**config.mk**
```make
export PLATFORM = sky130hd
export DESIGN_NAME = ssm_cell
export DESIGN_NICKNAME = d
export VERILOG_FILES = /design/src/hdl/ssm_pkg.sv /design/src/hdl/ssm_cell.sv
export SDC_FILE = /design/constraint.sdc
export NUM_CORES = 1
export LEC_CHECK = 0
export BUFFER_PORTS_ARGS = -buffer_cell sky130_fd_sc_hd__buf_2
export CORE_AREA = 5 5 42 44
export DETAILED_ROUTE_END_ITERATION = 10
export DIE_AREA = 0 0 47 49
export PLACE_DENSITY = 0.63
export SETUP_SLACK_MARGIN = 0.15
export SLEW_MARGIN = 20
export SYNTH_ARGS = -nofsm -noshare
export SYNTH_HDL_FRONTEND = slang
export SYNTH_SLANG_ARGS = --single-unit
```
**constraint.sdc**
```tcl
create_clock -name clk -period 1.2 [get_ports clk]
set_input_delay 0.06 -clock clk [delete_from_list [all_inputs] [get_ports clk]]
set_output_delay 0.06 -clock clk [all_outputs]
set_load 0.05 [all_outputs]
```
**src/hdl/ssm_pkg.sv**
```systemverilog
// ssm_pkg: shared constants, register codes and types for substring_first_match
// depends on nothing; imported by every module of the block

package ssm_pkg;

	localparam int NEEDLE_MAX = 32;
	localparam int HAY_MAX    = 65536;
	localparam int REG_BYTES  = 32;
	localparam int CFG_WORDS  = 4;
	localparam int DATA_W     = 64;
	localparam int LEN_W      = 6;
	localparam int IDX_W      = 3;
	localparam int POS_W      = 16;
	localparam int OFS_W      = 7;
	localparam int SEEN_W     = $clog2(HAY_MAX + 2);
	localparam int WORD_SEL_W = $clog2(CFG_WORDS);

	typedef logic [7:0] byte_t;

	typedef enum logic [IDX_W-1:0] {
		REG_NEEDLE_LENGTH = 3'd0,
		REG_NEEDLE_WORD0  = 3'd1,
		REG_NEEDLE_WORD1  = 3'd2,
		REG_NEEDLE_WORD2  = 3'd3,
		REG_NEEDLE_WORD3  = 3'd4
	} cfg_reg_t;

	typedef struct packed {
		logic [LEN_W-1:0] len;
		logic             len_zero;
		logic             len_ok;
	} needle_ctl_t;

	typedef struct packed {
		logic             found;
		logic [POS_W-1:0] position;
		logic             too_long;
	} result_t;

endpackage

```
**src/hdl/ssm_cell.sv**
```systemverilog
// ssm_cell: one window cell, holds one recent byte and its fill bit
// compares the byte it loads with its needle byte; uses ssm_pkg

module ssm_cell
	import ssm_pkg::*;
(
	input  logic  clk,
	input  logic  arst_n,
	input  logic  shift_en,
	input  logic  clear,
	input  byte_t d_byte,
	input  logic  d_fill,
	input  byte_t ref_byte,
	input  logic  in_use,
	output byte_t byte_q,
	output logic  fill_q,
	output logic  hit
);

	// term of the window compare for the window after this shift
	assign hit = !in_use || (d_fill && (d_byte == ref_byte));

	always_ff @(posedge clk or negedge arst_n) begin
		if (!arst_n) begin
			fill_q <= 1'b0;
		end else if (clear) begin
			fill_q <= 1'b0;
		end else if (shift_en) begin
			fill_q <= d_fill;
		end
	end

	always_ff @(posedge clk) begin
		if (shift_en) begin
			byte_q <= d_byte;
		end
	end

endmodule

```
* After elaboration in Yosys (flattened, before gate mapping)
Cells that the tools add are included.
Cells by class: reduce and logical (&&, ||, !) cells 4, eq/ne operators 1, mux-type cells 2
Operators by type and width (number):
- == test 8 bit | 1
- two-way mux 1 bit | 2
- nonzero test 2 bit | 1
- logical AND 1 bit | 1
- logical NOT 1 bit | 1
- logical OR 1 bit | 1
Storage, ports and cells: output and inout bits 10, register bits after elaboration 9, logic and storage cells 9, bits of input ports 22

* Longest topological paths before layout
word-level depth 3, gate-level depth with buffers 3, gate-level depth less buffers 3

* Worst setup path after synthesis
Ideal clock, no wire load.
path type input port to output port, start input ref_byte[2], end output hit, data arrival time 1073 ps, required time 1140 ps, stages 3, buffers on the path 0, path slack 67 ps, cell sequence xnor2_1 nand3_1 o31ai_2
Between the ends: word-level cells in the longest chain between the ends 3
Ends and longest elaborated chain:
- start: declaration | RTL line ssm_cell.sv:13 | input byte_t ref_byte,
- == test 8 bit | RTL line ssm_cell.sv:21 | assign hit = !in_use || (d_fill && (d_byte == ref_byte));
- logical AND 1 bit | RTL line ssm_cell.sv:21
- logical OR 1 bit | RTL line ssm_cell.sv:21
- end: declaration | RTL line ssm_cell.sv:17 | output logic hit
Every way passes these cells.

* Worst setup path after layout
start input ref_byte[6], end output hit
Same word-level chain as after synthesis.

==> summary.txt <==
Status
  • Outcome: complete, no violations

CTS
  • CTS tree: built
  • CTS sink count: 9
  • Worst-skew pair later-pin latency: roughly 250 ps
  • CTS max path bufs: 2
  • Clk slew on worst S/H paths: roughly 50 ps
  • H-Tree Depth: 1
  • Number of buffers created by CTS: 3
  • Clk root buf: clkbuf_4

Flow run
  • Max Cap Violations: 0

Detailed routing
  • Total number of vias: 349
  • Initial DRC count: 0
  • Antenna Nets Post-Route: 0
  • Vias/cell: around 4.3
  • Drt pass-1 iters: 1
  • Final WL: 995 µm
  • Drt wl/cell: between 10 and 15 µm
  • Post-route DRC: 0

Layout
  • Final non-filler cell total: between 80 and 90
  • Filler instances: 140
  • Register area: around 270 µm²
  • Multi-input combinational cell area: 120 µm²
  • Diode count: 0
  • Layout Nets: just under 90
  • Design area: 669 µm²
  • Area Growth Syn to Fin: 77.7%
  • Share of layout cells above drive strength 1: 0.530

Yosys
  • Syn Inst Count: 23
  • Sequential share of the synthesized area: 0.704
  • Top post-synthesis cells by area: edfxtp_1, xnor2_1, dfrtp_1, o31ai_2, mux2i_1
  • Post-synthesis cell type count: 9
  • Post-synthesis cell area: roughly 380 µm²
  • Number of synthesis warnings: 0
  • Seq cells post-synth: 9
  • Mean Syn Cell Area: around 16 µm²
  • Net count after synthesis: 45
  • Yosys top cell by area: edfxtp_1
  • Synth top area share: 0.638

Critical path
  • Worst setup EP type: output pin
  • Crit-path cells: buf_2 -> xnor2_1 -> nand4_1 -> o31ai_4 -> buf_4
  • Reg2Reg Depth: 2
  • Critical Path Max Stage Delay: between 200 and 250 ps
  • R2R Path End: fill_q
  • Reg2reg setup slack: around 530 ps
  • Worst path required time: approximately 1100 ps
  • Worst EP arrival: 930 ps
  • Launch point of the worst reg-to-reg path: fill_q
  • Crit Path Category: primary input to output pin
  • Worst path slowest cell: buf_4
  • Setup crit start: ref_byte[6]
  • Startpoint types: primary input
  • CP max FO: 1

GRT
  • Gr ovfl total: 0
  • Largest net degree at the start of global routing: 10
  • Total global-route track usage: 0.0997
  • Vias in the first global route: 389
  • Initial antenna violation count: 0
  • First-pass GRT wire length: roughly 1.6 mm

STA
  • Slew Limit Fails: 0
  • Setup TNS: 0 ps
  • Max-Slew Margin vs Limit: 0.833
  • Peak Freq: about 1000 MHz
  • Min Tclk post-route: 991 ps
  • RSZ-0062 raised after global routing: no
  • Worst Tran Pin Value: ~250 ps
  • Final hold vios: 0
  • Final worst path period share: 0.826
  • Clock skew: 0 ps
  • Setup violations, final: 0

Hold path
  • Worst Hold Depth: 1
  • Hold_sp: d_byte[7]
  • Hold Path Sink: byte_q[7]
  • HP Class: primary input to flip-flop

Placed design
  • RePlAce Congestion: 0.669
  • Port Buffers: 31
  • DP Area: 561 µm²
  • DP Cell Count: 70

Floorplan
  • Cell Rows: 14
  • Core box area: 0.00140 mm²
  • Boundary Pins: 32
  • Starting density of the core: 0.269
  • Total die area: around 0.0023 mm²
  • Die width: approximately 47 µm
  • Chip Height: 49 µm

Power
  • P_leak: 0.295 nW
  • Maximum vdd drop: 561 µV
  • Pwr dens: around 1200 mW/mm²
  • Design Power: between 800 and 900 µW
-- per-layer routing --
layer | wire, µm | global-route usage
met1 | 324 | 0.0934
met2 | 524 | 0.172
met3 | 141 | 0.0406
met4 | 5 | 0.0553
met5 | 0 | 0
-- critical path, delay by kind of cell --
family | cells | cell delay (ps)
buffers and inverters | 2 | 330
AO/OA/AOI/OAI | 1 | 200
XOR/XNOR | 1 | 170
AND/OR/NAND/NOR | 1 | 170
-- synth_stat cells --
master	number
nand4_1	1
nand3_1	1
nand2_1	1
o31ai_2	1
edfxtp_1	8
nor2_1	1
dfrtp_1	1
mux2i_1	1
xnor2_1	8
-- cells by family after synthesis --
group           synth area share
xor+xnor                   0.186
flops                      0.704
mux                       0.0266
simple gates              0.0498
compound gates            0.0332
-- where the power goes --
| part | total [mW] | internal, mW | leakage [nW] | switching [mW] |
|---|---|---|---|---|
| Sequential | 0.373 | 0.368 | 0.0916 | 0.00526 |
| Clock | 0.222 | 0.127 | 0.0150 | 0.0951 |
| Combinational | 0.223 | 0.0822 | 0.189 | 0.141 |
-- stage by stage --
stage                     hold slack (ps)  setup WS [ps]   util
after floorplan                      -236            287      -
after global placement               -164            157  0.400
after detailed placement             -161            147  0.400
after CTS                            3.37            206  0.471
after global routing                 3.15            147  0.478
final                                16.4            209  0.478
-- cell type report --
cell class              count  share of cell area
repair buffers             39               0.355
well taps                  16              0.0299
multi-input cells          14               0.179
flip-flops and latches      9               0.396
clock buffers               4              0.0393
-- state kept, by name, summed over array words and instances, names as in the netlist --
register  cells
fill_q        1
byte_q        8
-- what timing repair did --
| item | in CTS | in global routing |
|---|---|---|
| endpoints found under the setup margin | 1 | 0 |
| setup buffers | 0 | 0 |
| hold buffers | 7 | 1 |
| resized for setup | 1 | 0 |
| endpoints found under the hold margin | 7 | 1 |
-- cells in the final DEF (no fill, tap or decap) --
master and n:
dlygate4sd3_1 8, nand3_1 1, nand4_1 1, buf_2 30, nor2_1 1, o31ai_4 1
xnor2_1 8, edfxtp_1 8, clkbuf_4 3, dfrtp_1 1, mux2i_1 1, clkbuf_1 1
nand2_1 1, buf_4 1
-- worst max-delay path by stage --
stage / to / slack (ps) / depth (start not counted)
6_report: hit / 210 / 5
5_1_grt: hit / 150 / 5
3_3_place_gp: hit / 160 / 5
3_5_place_dp: hit / 150 / 5
4_1_cts: hit / 210 / 5
2_1_floorplan: hit / 290 / 3
Note: power is estimated with default switching activity, not from simulation.
